$ cat src/graphics_escape_interceptor_defines.svh
// ----------------------------------------------------------------------------
// Graphics escape interceptor assertion macros
// Assertion wrappers shared by the interceptor modules; ASSERT_OFF drops them.
// ----------------------------------------------------------------------------
`ifndef GRAPHICS_ESCAPE_INTERCEPTOR_DEFINES_SVH
`define GRAPHICS_ESCAPE_INTERCEPTOR_DEFINES_SVH

`ifndef ASSERT_OFF
// check on every clock edge outside reset
`define GEI_ASSERT(lbl, prop, msg) \
    lbl: assert property (@(posedge i_clk) disable iff (!i_rst_n) (prop)) \
        else $error(msg);
// check on every clock edge, reset included
`define GEI_ASSERT_ALWAYS(lbl, prop, msg) \
    lbl: assert property (@(posedge i_clk) (prop)) \
        else $error(msg);
`else
`define GEI_ASSERT(lbl, prop, msg)
`define GEI_ASSERT_ALWAYS(lbl, prop, msg)
`endif

`endif

$ cat src/gei_pkg.sv
// ----------------------------------------------------------------------------
// Graphics escape interceptor package
// Byte codes, request format and shared types of the interceptor.
// ----------------------------------------------------------------------------
`default_nettype none

package gei_pkg;

    // control bytes of the escape sequences
    localparam logic [7:0] ESC_BYTE  = 8'h1B;
    localparam logic [7:0] APC_INTRO = 8'h5F;
    localparam logic [7:0] DCS_INTRO = 8'h50;
    localparam logic [7:0] APC_FINAL = 8'h47;
    localparam logic [7:0] DCS_FINAL = 8'h71;
    localparam logic [7:0] ST_FINAL  = 8'h5C;

    // default depth of the request queue
    localparam int GEI_QUEUE_DEPTH = 4;

    // prefix bytes held back in text mode
    typedef enum logic [1:0] {
        HELD_NONE  = 2'd0,
        HELD_ESC   = 2'd1,
        HELD_INTRO = 2'd2
    } t_held;

    // shape of the result burst one request expands into
    typedef enum logic [1:0] {
        KIND_SINGLE = 2'd0,
        KIND_PAIR   = 2'd1,
        KIND_TRIPLE = 2'd2
    } t_kind;

    // request from the classifier to the emitter
    typedef struct packed {
        t_kind      kind;
        logic       gfx;
        logic       send;
        logic [7:0] second;
        logic [7:0] data;
    } t_cmd;

endpackage

`default_nettype wire

$ cat src/gei_front.sv
// ----------------------------------------------------------------------------
// Graphics escape interceptor classifier
// Tracks text/graphics mode and held prefix bytes, queues result requests.
// ----------------------------------------------------------------------------
`default_nettype none

`include "graphics_escape_interceptor_defines.svh"

module gei_front import gei_pkg::*; (
    input  wire logic       i_clk,
    input  wire logic       i_rst_n,
    input  wire logic       i_valid,
    output logic            o_ready,
    input  wire logic [7:0] i_byte,
    input  wire logic       i_full,
    output logic            o_push,
    output t_cmd            o_cmd
);

    logic       r_in_graphics, n_in_graphics;
    t_held      r_held, n_held;
    logic [7:0] r_held_second, n_held_second;
    logic       r_prev_was_esc, n_prev_was_esc;
    logic       w_accept;
    logic       w_opens;

    assign o_ready  = !i_full;
    assign w_accept = i_valid && o_ready;
    assign w_opens  = (r_held_second == APC_INTRO && i_byte == APC_FINAL) ||
                      (r_held_second == DCS_INTRO && i_byte == DCS_FINAL);

    // classify the byte and decide the next mode
    always_comb begin
        n_in_graphics  = r_in_graphics;
        n_held         = r_held;
        n_held_second  = r_held_second;
        n_prev_was_esc = r_prev_was_esc;
        o_push         = 1'b0;
        o_cmd.kind     = KIND_SINGLE;
        o_cmd.gfx      = 1'b0;
        o_cmd.send     = 1'b0;
        o_cmd.second   = r_held_second;
        o_cmd.data     = i_byte;
        if (r_in_graphics) begin
            o_push    = w_accept;
            o_cmd.gfx = 1'b1;
            if (r_prev_was_esc && i_byte == ST_FINAL) begin
                o_cmd.send     = 1'b1;
                n_in_graphics  = 1'b0;
                n_prev_was_esc = 1'b0;
            end else begin
                n_prev_was_esc = (i_byte == ESC_BYTE);
            end
        end else begin
            case (r_held)
                HELD_ESC: begin
                    if (i_byte == APC_INTRO || i_byte == DCS_INTRO) begin
                        n_held_second = i_byte;
                        n_held        = HELD_INTRO;
                    end else begin
                        o_push        = w_accept;
                        o_cmd.kind    = KIND_PAIR;
                        n_held        = HELD_NONE;
                        n_held_second = '0;
                    end
                end
                HELD_INTRO: begin
                    o_push        = w_accept;
                    o_cmd.kind    = KIND_TRIPLE;
                    o_cmd.gfx     = w_opens;
                    n_held        = HELD_NONE;
                    n_held_second = '0;
                    if (w_opens) begin
                        n_in_graphics  = 1'b1;
                        n_prev_was_esc = 1'b0;
                    end
                end
                default: begin
                    if (i_byte == ESC_BYTE) begin
                        n_held = HELD_ESC;
                    end else begin
                        n_held = HELD_NONE;
                        o_push = w_accept;
                    end
                end
            endcase
        end
    end

    // advance the mode on each accepted byte
    always_ff @(posedge i_clk) begin
        if (!i_rst_n) begin
            r_in_graphics  <= 1'b0;
            r_held         <= HELD_NONE;
            r_held_second  <= '0;
            r_prev_was_esc <= 1'b0;
        end else if (w_accept) begin
            r_in_graphics  <= n_in_graphics;
            r_held         <= n_held;
            r_held_second  <= n_held_second;
            r_prev_was_esc <= n_prev_was_esc;
        end
    end

    `GEI_ASSERT(a_gfx_holds_nothing, r_in_graphics |-> r_held == HELD_NONE, "prefix held in graphics mode")

endmodule

`default_nettype wire

$ cat src/gei_queue.sv
// ----------------------------------------------------------------------------
// Graphics escape interceptor request queue
// Small show-ahead queue between the classifier and the emitter.
// ----------------------------------------------------------------------------
`default_nettype none

`include "graphics_escape_interceptor_defines.svh"

module gei_queue import gei_pkg::*; #(
    parameter int DEPTH = GEI_QUEUE_DEPTH
) (
    input  wire logic i_clk,
    input  wire logic i_rst_n,
    input  wire logic i_push,
    input  wire t_cmd i_cmd,
    output logic      o_full,
    input  wire logic i_pop,
    output t_cmd      o_cmd,
    output logic      o_empty
);

    localparam int AW = (DEPTH > 1) ? $clog2(DEPTH) : 1;
    localparam int CW = $clog2(DEPTH + 1);

    t_cmd            r_mem [DEPTH];
    logic [AW-1:0]   r_wr, n_wr;
    logic [AW-1:0]   r_rd, n_rd;
    logic [CW-1:0]   r_count;
    logic            w_push;
    logic            w_pop;

    assign o_full  = (r_count == CW'(DEPTH));
    assign o_empty = (r_count == '0);
    assign w_push  = i_push && !o_full;
    assign w_pop   = i_pop && !o_empty;
    assign o_cmd   = r_mem[r_rd];
    assign n_wr    = (r_wr == AW'(DEPTH - 1)) ? '0 : r_wr + 1'b1;
    assign n_rd    = (r_rd == AW'(DEPTH - 1)) ? '0 : r_rd + 1'b1;

    // store requests
    always_ff @(posedge i_clk) begin
        if (w_push) begin
            r_mem[r_wr] <= i_cmd;
        end
    end

    // advance pointers and fill level
    always_ff @(posedge i_clk) begin
        if (!i_rst_n) begin
            r_wr    <= '0;
            r_rd    <= '0;
            r_count <= '0;
        end else begin
            if (w_push) begin
                r_wr <= n_wr;
            end
            if (w_pop) begin
                r_rd <= n_rd;
            end
            if (w_push && !w_pop) begin
                r_count <= r_count + 1'b1;
            end else if (w_pop && !w_push) begin
                r_count <= r_count - 1'b1;
            end
        end
    end

    `GEI_ASSERT(a_fill_bound, r_count <= CW'(DEPTH), "queue fill level beyond depth")
    `GEI_ASSERT(a_pop_nonempty, i_pop |-> !o_empty, "request popped from empty queue")

endmodule

`default_nettype wire

$ cat src/gei_back.sv
// ----------------------------------------------------------------------------
// Graphics escape interceptor emitter
// Expands queued requests into one to three results, one per cycle while the receiver is ready.
// ----------------------------------------------------------------------------
`default_nettype none

`include "graphics_escape_interceptor_defines.svh"

module gei_back import gei_pkg::*; (
    input  wire logic i_clk,
    input  wire logic i_rst_n,
    input  wire t_cmd i_cmd,
    input  wire logic i_empty,
    output logic      o_pop,
    output logic       o_valid,
    input  wire logic  i_ready,
    output logic [7:0] o_byte,
    output logic       o_gfx,
    output logic       o_end,
    output logic       o_last
);

    logic       r_valid;
    logic [7:0] r_byte, n_byte;
    logic       r_gfx;
    logic       r_end;
    logic       r_last, n_last;
    logic [1:0] r_step;
    logic [1:0] w_final_step;
    logic       w_load;

    // output register free or being drained
    assign w_load = !i_empty && (!r_valid || i_ready);
    assign o_pop  = w_load && n_last;

    // pick the byte for the current step
    always_comb begin
        case (i_cmd.kind)
            KIND_PAIR:   w_final_step = 2'd1;
            KIND_TRIPLE: w_final_step = 2'd2;
            default:     w_final_step = 2'd0;
        endcase
        n_last = (r_step == w_final_step);
        case (r_step)
            2'd0:    n_byte = (i_cmd.kind == KIND_SINGLE) ? i_cmd.data : ESC_BYTE;
            2'd1:    n_byte = (i_cmd.kind == KIND_TRIPLE) ? i_cmd.second : i_cmd.data;
            default: n_byte = i_cmd.data;
        endcase
    end

    // hold the result until taken, advance the step
    always_ff @(posedge i_clk) begin
        if (!i_rst_n) begin
            r_valid <= 1'b0;
            r_step  <= '0;
        end else begin
            if (w_load) begin
                r_valid <= 1'b1;
                r_step  <= n_last ? 2'd0 : r_step + 2'd1;
            end else if (i_ready) begin
                r_valid <= 1'b0;
            end
        end
    end

    // result payload
    always_ff @(posedge i_clk) begin
        if (w_load) begin
            r_byte <= n_byte;
            r_gfx  <= i_cmd.gfx;
            r_end  <= i_cmd.send && n_last;
            r_last <= n_last;
        end
    end

    assign o_valid = r_valid;
    assign o_byte  = r_byte;
    assign o_gfx   = r_gfx;
    assign o_end   = r_end;
    assign o_last  = r_last;

    `GEI_ASSERT(a_step_has_req, r_step != 2'd0 |-> !i_empty, "burst in progress with no request")
    `GEI_ASSERT(a_end_is_gfx_last, r_valid && r_end |-> r_gfx && r_last, "end mark off a final graphics result")

endmodule

`default_nettype wire

$ cat src/graphics_escape_interceptor.sv
// ----------------------------------------------------------------------------
// Graphics escape interceptor
// Splits a terminal byte stream into text and graphics results.
// ----------------------------------------------------------------------------
// Usage:
//   Slave stream s_axis carries one terminal byte per request in tdata.
//   Master stream m_axis carries results: tdata is the forwarded byte,
//   tuser[0] selects the graphics channel, tuser[1] marks the backslash that
//   closes a graphics sequence, tlast marks the last result of an input byte.
//   An input byte yields zero to three results; held ESC prefixes give none
//   until resolved.
//   The first result of a byte is registered in the request queue and then
//   in the output register before it is valid.
//   Throughput: one input byte per cycle while the queue has space and one
//   result per cycle while the receiver is ready; the emitter expands a
//   request into its results one after another, and the request queue
//   (QUEUE_DEPTH entries) takes bytes meanwhile.
//   Reset returns to text mode with nothing held and the queue empty.
//   A stalled receiver holds the current result; the queue fills and then
//   s_axis tready drops until space frees up.
// ----------------------------------------------------------------------------
`default_nettype none

module graphics_escape_interceptor import gei_pkg::*; #(
    parameter int QUEUE_DEPTH = GEI_QUEUE_DEPTH
) (
    input  wire logic       i_clk,
    input  wire logic       i_rst_n,
    input  wire logic       i_s_axis_tvalid,
    output logic            o_s_axis_tready,
    input  wire logic [7:0] i_s_axis_tdata,   // [7:0] data_byte
    output logic            o_m_axis_tvalid,
    input  wire logic       i_m_axis_tready,
    output logic [7:0]      o_m_axis_tdata,   // [7:0] out_byte
    output logic [1:0]      o_m_axis_tuser,   // [0] to_graphics, [1] sequence_end
    output logic            o_m_axis_tlast
);

    logic w_push;
    logic w_full;
    logic w_pop;
    logic w_empty;
    t_cmd w_in_cmd;
    t_cmd w_out_cmd;

    gei_front u_front (
        .i_clk   (i_clk),
        .i_rst_n (i_rst_n),
        .i_valid (i_s_axis_tvalid),
        .o_ready (o_s_axis_tready),
        .i_byte  (i_s_axis_tdata),
        .i_full  (w_full),
        .o_push  (w_push),
        .o_cmd   (w_in_cmd)
    );

    gei_queue #(
        .DEPTH (QUEUE_DEPTH)
    ) u_queue (
        .i_clk   (i_clk),
        .i_rst_n (i_rst_n),
        .i_push  (w_push),
        .i_cmd   (w_in_cmd),
        .o_full  (w_full),
        .i_pop   (w_pop),
        .o_cmd   (w_out_cmd),
        .o_empty (w_empty)
    );

    gei_back u_back (
        .i_clk   (i_clk),
        .i_rst_n (i_rst_n),
        .i_cmd   (w_out_cmd),
        .i_empty (w_empty),
        .o_pop   (w_pop),
        .o_valid (o_m_axis_tvalid),
        .i_ready (i_m_axis_tready),
        .o_byte  (o_m_axis_tdata),
        .o_gfx   (o_m_axis_tuser[0]),
        .o_end   (o_m_axis_tuser[1]),
        .o_last  (o_m_axis_tlast)
    );

endmodule

`default_nettype wire

$ cat config.mk
export PLATFORM = sky130hd
export DESIGN_NAME = graphics_escape_interceptor
export DESIGN_NICKNAME = d
export VERILOG_FILES = /design/src/gei_pkg.sv /design/src/gei_front.sv /design/src/gei_queue.sv /design/src/gei_back.sv /design/src/graphics_escape_interceptor.sv
export VERILOG_INCLUDE_DIRS = /design/src /design/src/src
export SDC_FILE = /design/constraint.sdc
export NUM_CORES = 1
export LEC_CHECK = 0
export ABC_AREA = 1
export BUFFER_PORTS_ARGS = -buffer_cell sky130_fd_sc_hd__buf_2
export CORE_ASPECT_RATIO = 0.75
export CORE_MARGIN = 8
export CORE_UTILIZATION = 28
export CTS_BUF_LIST = sky130_fd_sc_hd__clkbuf_16
export DETAILED_ROUTE_END_ITERATION = 8
export PLACE_DENSITY = 0.4
export RECOVER_POWER = 100
export SLEW_MARGIN = 20
export SYNTH_ARGS = -nofsm -noshare
export SYNTH_HDL_FRONTEND = slang
export SYNTH_SLANG_ARGS = --single-unit
$ cat constraint.sdc
create_clock -name i_clk -period 5.5 [get_ports i_clk]
set_input_delay 0 -clock i_clk [delete_from_list [all_inputs] [get_ports i_clk]]
set_output_delay 0 -clock i_clk [all_outputs]
set_load 0.1 [all_outputs]
==> results of run 1 <==
flip-flops by register name, indices dropped and copies added (netlist names), named ones only:
signal and cells:
u_queue.r_mem 80, u_back.o_byte 8, u_front.r_held_second 8, u_queue.r_count 3, u_back.r_step 2, u_front.r_held 2
u_queue.r_rd 2, u_queue.r_wr 2, u_back.o_end 1, u_back.o_gfx 1, u_back.o_last 1, u_back.o_valid 1
u_front.r_in_graphics 1, u_front.r_prev_was_esc 1
Yosys cell counts, drive strengths merged:
master	n	share of area, %
nand2	102	8.6
edfxtp	91	54
nor2	63	4.7
inv	48	3.6
o21ai	28	2.8
nand3	27	3.7
a21oi	24	2.4
dfxtp	24	9.5
ha	10	2.5
buf	9	1.3
a32o	8	1.6
clkbuf	8	0.59
nand4	4	0.49
nor3	4	0.40
o211ai	4	0.59
o221ai	4	0.69
o31ai	4	0.59
clkinv	2	0.25
xor2	2	0.35
a21boi	1	0.22
a31oi	1	0.25
fa	1	0.40
nand3b	1	0.15
nor4	1	0.12
o22ai	1	0.12
or2	1	0.12
or3b	1	0.17
report_power, final:
part	internal [mW]	total, mW	leakage (nW)	switching (mW)
logic	0.231	1.06	0.932	0.833
clock network	0.798	1.20	0.304	0.397
registers	1.10	1.16	1.06	0.0558
cell type report:
class / count / area (um2)
Clock buffer: 17 / 425
Clock inverter: 15 / 213
Fill cell: 1796 / 11600
Inverter: 50 / 189
Multi-Input combinational cell: 292 / 1530
Sequential cell: 115 / 3210
Tap cell: 242 / 303
Timing Repair Buffer: 42 / 240
per-stage QoR:
| step | utilization, % | hold WS [ps] |
|---|---|---|
| 2_1_floorplan | - | 98.9 |
| 3_3_place_gp | 30.8 | 313 |
| 3_5_place_dp | 30.8 | 325 |
| 4_1_cts | 35.0 | 415 |
| 5_1_grt | 34.5 | 542 |
| 6_report | 34.5 | 496 |
path summary, 6_finish.rpt:
kind | startpoint | end | cells after the start
setup reg to reg | flip-flop | u_queue.r_count[2] | 15
hold reg to reg | u_queue.r_count[2] | u_queue.r_count[2] | 2
setup / recovery | flip-flop | u_queue.r_count[2] | 15
hold / removal | u_queue.r_count[2] | u_queue.r_count[2] | 2
tightest hold or removal path: cells and delay by family, from the launching register on:
| kind | cells | cell delay, ps |
|---|---|---|
| buffers and inverters | 1 | 80 |
| AO/OA/AOI/OAI | 1 | 60 |
| flip-flops | 1 | 310 |
routing by layer:
metal	up-vias	part of all wire (%)	GRT usage [%]
li1	1718	-	-
met1	1620	53	16.7
met2	46	41	16.4
met3	15	4.7	3.24
met4	0	1.4	5.25
met5	-	0	0
cells by family (layout without fill, tap and decap cells):
group | count (synthesis) | after routing | share of synthesized area, %
xor+xnor | 2 | 2 | 0.346
buf+inv | 67 | 124 | 5.68
flops | 115 | 115 | 63.4
fa+ha+maj | 11 | 11 | 2.87
compound gates | 75 | 75 | 9.19
simple gates | 204 | 204 | 18.5
==> metrics, run 1 <==
CTS Buf Count=17; synthesis-to-finish area growth=20.6%; critical path class=flip-flop to flip-flop; n_diodes=0; Arr. time, crit path=4210 ps; post-route ant nets=0; final cell count without fillers=773; CTS Buffer Depth=2; worst path cell trace=inv_1 > nand3_1 > nand2_4 > nand2_1 > nand2_2 > nand2_1 > clkinvlp_2 > nand3_1 > ha_1 > inv_1 > fa_1 > a21oi_1 > o21ai_0 > o21ai_0 > a21oi_1; hpwl dp=8120 um; drt wl/cell=16.1 um; Clock Sinks=115; Net Count, Synth=497; Post-Syn Area=5060 um2; CTS hold repair buffers=12; Clock Skews=5.95 ps; share of layout cells above drive strength 1=10.2%; fin nets=541; vias per cell=4.40; largest net degree at the start of global routing=43; Max Clock Freq=255 MHz; worst setup margin=1580 ps; commonest non-fill, non-tap cell in the layout=nand2_1; register bit total from synthesis=115; CTS tree=done; reg2reg setup slack=1580 ps; placed cell areas=5450 um2; average size of a mapped cell=10.7 um2; Worst Tran Pin Value=1480 ps; CTS root buffer=clkbuf_16; Synth cell types=35; initial antenna violation count=0; Pins Over Slew Limit=0; Sum Neg Setup Slack=0 ps; gr ovfl total=0; Synthesis Warnings=0; Worst-Skew Late Latency=420 ps; Initial Util=28.6%; number of core rows=42; Total Routed Length=12400 um; RSZ-0062 raised after global routing=false; die width=171 um; CTS resizes=0; dpl ws=2260 ps; Final period util=71.2%; CP max stage cell=dfxtp_1; post-CTS setup buffer count=0; slowest stage delay, CP=790 ps; Worst Path Max Fanout=26; Pwr Total=3.42 mW; Syn Inst Count=474; Fin. Hold Viols=0; first-pass GRT wire length=20100 um; total iterations of the first detailed-routing run=4; DRC Markers=0; Critical Path RT=5800 ps; register clock-pin slew on the reported worst setup and hold paths=50 ps; DIE AREA=22700 um2; most frequent cells in the layout=94 x nand2_1, 91 x edfxtp_1, 59 x nor2_1; maximum vdd drop=0.000259 V; maxcap violations=0; status=finished, final reports clean; Ports=25; GRT Total Usage=11.8%; GP Congestion=0.729; Startpoint Class=flip-flop; Setup Viol. Count Final=0; relative max-transition margin=1.00%; CP endpoint kind=flip-flop; vias in the first global route=3539; Lkg Pwr=2.29 nW; HP Class=flip-flop to flip-flop; Starting DRT DRC Count=179; Core ar.=17700 um2; Crit path buffers/inverters=3; CP delay by family, top=simple AND/OR/NAND/NOR gates; Placed Instances=729; Buffers on Ports=24; Pwr Density=559 nW/um2; Die H=132 um; fin crit period=3920 ps; H-Tree Depth=4; vias=3399; final instance area=6110 um2; Seq/Total Area, Yosys=63.4%
Power figures use the tool's default switching activity.
==> run 2: changes to the inputs <==
PLACE_DENSITY = 0.41   (was 0.4)
clock period = 3.33 ns   (was 5.5 ns; I/O delays follow)
==> run 2 against run 1 <==
Compared with the run above:
- sequential cell count unchanged
- clock skew up 2.3 ps
- final cell count up 0.52%
- final area down 0.92%
- critical path depth unchanged
- utilization down 0.32 points
- wire length down 1.2%
- global-route usage down 0.34 points
- critical path type unchanged
- non-clock buffer count up 6
- fmax up 42%
- die area unchanged
- largest cell class unchanged
==> metrics, run 2 (synthesis results as in run 1) <==
status=finished, final reports clean; Clock Skews=8.23 ps (+2.29 ps); register clock-pin slew on the reported worst setup and hold paths=50 ps (about the same); RSZ-0062 raised after global routing=false; vias=3433 (+1.0%); worst reg-to-reg path cell count=15 (unchanged); Worst Path Max Fanout=13 (-50%); first-pass GRT wire length=19500 um (-2.8%); Worst Tran Pin Value=1190 ps (-298 ps); Critical Path RT=3620 ps (-2180 ps); Startpoint Class=flip-flop; Lkg Pwr=2.29 nW (about the same); RR Endpoint=u_queue.r_count[2]; Setup Viol. Count Final=0 (unchanged); fin nets=547 (+1.1%); DRC Markers=0 (unchanged); relative max-transition margin=21.2% (+20 points); Placed Instances=735 (+0.82%); number of core rows=42 (unchanged); commonest non-fill, non-tap cell in the layout=nand2_1; number of flip-flops under the largest register name=80 (unchanged); share of layout cells above drive strength 1=10.5% (+0.30 points); dpl ws=693 ps (-1570 ps); die width=171 um (unchanged); Reg with most FFs=u_queue.r_mem; Worst-Skew Late Latency=410 ps (about the same); post-CTS setup buffer count=0 (unchanged); CTS Buffer Depth=2 (unchanged); initial antenna violation count=0 (unchanged); CP endpoint kind=flip-flop; Arr. time, crit path=3040 ps (-1170 ps); post-route ant nets=0 (unchanged); worst setup margin=576 ps (-1010 ps); drt wl/cell=15.8 um (-1.7%); Buffers on Ports=24 (unchanged); DIE AREA=22700 um2 (unchanged); final core utilization=34.2% (-0.32 points); maxcap violations=0 (unchanged); reg2reg setup slack=580 ps (-1010 ps); Total Routed Length=12300 um (-1.2%); vias in the first global route=3448 (-2.6%); fin crit period=2750 ps (-1160 ps); Max Clock Freq=363 MHz (+42%); critical path class=flip-flop to flip-flop; Core ar.=17700 um2 (unchanged); final cell count without fillers=777 (+0.52%); most frequent cells in the layout=92 x nand2_1, 91 x edfxtp_1, 59 x nor2_1; CTS root buffer=clkbuf_16; largest net degree at the start of global routing=32 (-26%); Starting DRT DRC Count=239 (+34%); Clock Sinks=115 (unchanged); GP Congestion=0.759 (+4.1%); vias per cell=4.42 (+0.48%); synthesis-to-finish area growth=19.5%; n_diodes=0 (unchanged); maximum vdd drop=0.000348 V (+34%); placed cell areas=5490 um2 (+0.83%); HP Start=u_queue.r_count[2]; HP Class=flip-flop to flip-flop; CTS tree=done; GRT Total Usage=11.5% (-0.34 points); Die H=132 um (unchanged); Worst Setup EP=u_queue.r_count[2]; Pins Over Slew Limit=0 (unchanged); total iterations of the first detailed-routing run=4 (unchanged); Ports=25 (unchanged); Pwr Density=877 nW/um2 (+57%); Final period util=82.7% (+12 points); Initial Util=28.6% (unchanged); WHS=501 ps (+5.46 ps); hpwl dp=8160 um (+0.50%); H-Tree Depth=4 (unchanged); Fin. Hold Viols=0 (unchanged); gr ovfl total=0 (unchanged); CTS Buf Count=17 (unchanged); CTS resizes=0 (unchanged); final instance area=6050 um2 (-0.92%); Sum Neg Setup Slack=0 ps (unchanged); Pwr Total=5.31 mW (+55%)
run 2: cell count changes in the layout (fill, tap and decap cells not counted), sizes merged:
cell and change:
buf +6, bufinv -4, clkinv +3, clkinvlp -3
inv +2
run 2: cell type report:
type	instances	area, um2
clock inverter	13	80.1
inverter	50	193
fill	1819	11700
timing repair buffer	48	290
tap	242	303
sequential	115	3210
multi-input combinational	292	1550
clock buffer	17	425
run 2: critical path, stage by stage (launching register included):
cell and delay, ps:
dfxtp_1 450, inv_1 270, nand3_1 160, nand2_1 150, nand2_4 180, nand2_2 60, nand2_2 90, clkinv_4 70
nand3_4 80, ha_1 150, inv_1 70, fa_1 440, a21oi_1 140, o21ai_0 100, o21ai_0 160, a21oi_1 60
run 2: timing repair:
item / in CTS / in global routing
hold buffers: 12 / 0
hold endpoints to repair: 48 / 0
setup endpoints to repair: 0 / 0
run 2: report_power, final:
| group | leakage (nW) | internal [mW] | total (mW) | switching (mW) |
|---|---|---|---|---|
| Clock | 0.255 | 0.983 | 1.58 | 0.592 |
| Sequential | 1.06 | 1.82 | 1.90 | 0.0810 |
| Combinational | 0.983 | 0.420 | 1.83 | 1.41 |
run 2: worst min-delay path by stage:
stage	cells after the start	end	slack [ps]
global placement	1	u_queue.r_mem[0][0]	300
global route	2	u_queue.r_count[2]	520
CTS	2	u_queue.r_mem[3][0]	410
finish	2	u_queue.r_count[2]	500
floorplan	0	u_queue.r_mem[0][0]	100
detailed placement	1	u_queue.r_mem[1][0]	310
run 2: metal layers:
layer	track usage, %	vias up	share of wire (%)
met3	3.33	12	4.4
met4	4.10	0	1.1
met1	15.8	1633	51
li1	-	1726	-
met2	16.8	62	44
met5	0	-	0
==> run 3: changes to the inputs <==
ABC_AREA = 0   (was 1)
clock period = 2.3 ns   (was 3.33 ns; I/O delays follow)
==> run 3 against run 2 <==
Compared with the run above:
- the run now ends with setup timing left
- via count fell by 18%
- clock-buffer cell count did not move
- sequential power rose by 42%
- power rose by 47%
- clock power rose by 59%
- non-clock buffer count rose by 22
- worst setup slack got worse by 930 ps
- first-iteration DRC count fell by 34%
- sequential cell count did not move
- largest cell class unchanged
==> metrics, run 3 <==
Starting DRT DRC Count=158 (-34%); status=complete, but fails checks; RSZ-0062 raised after global routing=true; GP Congestion=0.716 (-5.7%); average size of a mapped cell=15.7 um2 (+47%); Seq/Total Area, Yosys=67.6% (+4.1 points); fin crit period=2650 ps (-103 ps); Final period util=115% (+33 points); EDFF count, synth=91 (unchanged); CTS Buf Count=17 (unchanged); GRT Total Usage=10.7% (-0.82 points); register clock-pin slew on the reported worst setup and hold paths=50 ps (about the same); die width=166 um (-2.8%); post-synth top area cell=edfxtp_1; Arr. time, crit path=2990 ps (-50 ps); commonest non-fill, non-tap cell in the layout=edfxtp_1; top-count cell post-synth=edfxtp_1; Reg with most FFs=u_queue.r_mem; Initial Util=28.4% (-0.16 points); share of layout cells above drive strength 1=25.0% (+15 points); Die H=129 um (-2.7%); first-pass GRT wire length=16800 um (-14%); Pins Over Slew Limit=0 (unchanged); Core ar.=16700 um2 (-5.6%); placed cell areas=5410 um2 (-1.5%); Fin. Hold Viols=0 (unchanged); total iterations of the first detailed-routing run=6 (+2); failing checks=setup timing; number of core rows=41 (-2.4%); Crit path buffers/inverters=2 (-1); Clock Skews=10.0 ps (+1.81 ps); Synthesis Warnings=0 (unchanged); hpwl dp=7430 um (-8.9%); DRC Markers=0 (unchanged); dpl ws=-407 ps (-1100 ps); Worst Tran Pin Value=1180 ps (-8.94 ps); fin nets=402 (-27%); top cells by area, synth=edfxtp_1 57%, dfxtp_1 10%, mux4_2 9.5%; Worst Path Max Fanout=4 (-9); most frequent cells after synthesis=91 x edfxtp_1, 24 x dfxtp_1, 20 x mux4_2, 15 x a21oi_1, 15 x nand2_1; Max Clock Freq=377 MHz (+3.9%); worst setup margin=-350 ps (-927 ps); CP max stage cell=mux4_2; Net Count, Synth=325 (-35%); critical path class=flip-flop to flip-flop; Clock Sinks=115 (unchanged); Buffers on Ports=24 (unchanged); maximum vdd drop=0.000486 V (+40%); Total Routed Length=11000 um (-11%); synthesis-to-finish area growth=27.2%; Critical Path RT=2640 ps (-980 ps); Synth top area share=57.5% (+3.5 points); CTS root buffer=clkbuf_16; number of flip-flops under the largest register name=80 (unchanged); vias=2810 (-18%); slowest stage delay, CP=580 ps (+130 ps); gr ovfl total=0 (unchanged); Pwr Density=1290 nW/um2 (+47%); Synth cell types=47 (+34%); register bit total from synthesis=115 (unchanged); most frequent cells in the layout=91 x edfxtp_1, 29 x clkbuf_1, 22 x dfxtp_1, 22 x buf_4, 20 x mux4_2; Lkg Pwr=2.08 nW (-9.5%); Async S/R FF share, synth=0% (unchanged); CP delay by family, top=multiplexers; vias per cell=4.63 (+4.8%); maxcap violations=0 (unchanged); largest net degree at the start of global routing=21 (-34%); Post-Syn Area=4760 um2 (-6.1%); Worst-Skew Late Latency=410 ps (about the same); CTS tree=done; Synth Flop Type=edfxtp_1; Startpoint Class=flip-flop; relative max-transition margin=21.8% (+0.59 points); n_diodes=0 (unchanged); worst path cell trace=mux4_2 > xor2_2 > mux2i_2 > o211a_4 > inv_2 > ha_4 > inv_2 > fa_2 > xor2_1 > or3_1 > a21oi_1; HP Class=input pin to flip-flop; Setup Viol. Count Final=3 (+3); post-route ant nets=0 (unchanged); drt wl/cell=18.1 um (+14%); final instance area=6050 um2 (about the same); Ports=25 (unchanged); Syn Inst Count=302 (-36%); CTS Buffer Depth=2 (unchanged); H-Tree Depth=4 (unchanged); Critical Path Most Common Cell=inv_2; final core utilization=36.2% (+2.0 points); CP endpoint kind=flip-flop; DIE AREA=21500 um2 (-5.5%); initial antenna violation count=1 (+1); vias in the first global route=2861 (-17%)
==> run 3: cell families (layout without fill, tap and decap cells) <==
family | after synthesis | after routing | synth area share [%]
flops | 115 | 115 | 67.6
simple gates | 82 | 82 | 9.97
compound gates | 43 | 43 | 6.05
mux | 25 | 25 | 10.6
buf+inv | 23 | 113 | 2.21
fa+ha+maj | 11 | 11 | 3.05
xor+xnor | 3 | 3 | 0.553
==> run 3: final cells by class <==
cell class	count	area [um2]
inverters	11	41.3
well taps	215	269
multi-input cells	164	1470
flip-flops and latches	115	3220
fillers	1598	10700
clock inverters	15	141
repair buffers	70	485
clock buffers	17	425
==> run 3: worst reg2reg max path, stage by stage, from the launching register on <==
cell and delay [ps]:
dfxtp_4 360, mux4_2 580, xor2_2 170, mux2i_2 100
o211a_4 250, inv_2 60, ha_4 120, inv_2 30
fa_2 320, xor2_1 150, or3_1 300, a21oi_1 120
==> run 3: worst paths after layout <==
check / startpoint / end / slack [ps] / cells past startpoint
max: flip-flop / u_queue.r_count[2] / -350 / 11
max reg2reg: flip-flop / u_queue.r_count[2] / -350 / 11
min reg2reg: u_back.o_valid / u_back.o_valid / 470 / 2
min: i_s_axis_tvalid / u_front.r_prev_was_esc / 10 / 4
==> run 3: routing by layer <==
layer / vias up / track usage, % / share of wire (%)
li1: 1334 / - / -
met3: 13 / 3.34 / 4.5
met2: 57 / 15.6 / 42
met1: 1406 / 14.7 / 52
met5: - / 0 / 0
met4: 0 / 3.65 / 1.3
==> run 3: what timing repair did <==
action                                  in CTS  in global routing
pin swaps                                    2                  0
cloned                                       0                  0
endpoints found under the hold margin       34                  0
hold buffers                                10                  0
endpoints found under the setup margin       3                  3
setup buffers                                0                  2
gates resized for setup                      2                  3
==> run 3: power by group <==
part / switching [mW] / total, mW / internal, mW
sequential: 0.107 / 2.70 / 2.59
combinational: 1.71 / 2.60 / 0.891
clock: 0.932 / 2.51 / 1.58
==> run 3: stage by stage <==
stage	TNS, ps	hold slack (ps)	instances	power [mW]
after floorplan	-733	98.9	302	4.69
after global placement	-663	267	563	5.33
after detailed placement	-732	275	563	5.35
after CTS	-607	0.931	605	7.89
after global routing	-885	16.2	607	8.17
final	-581	9.96	607	7.81
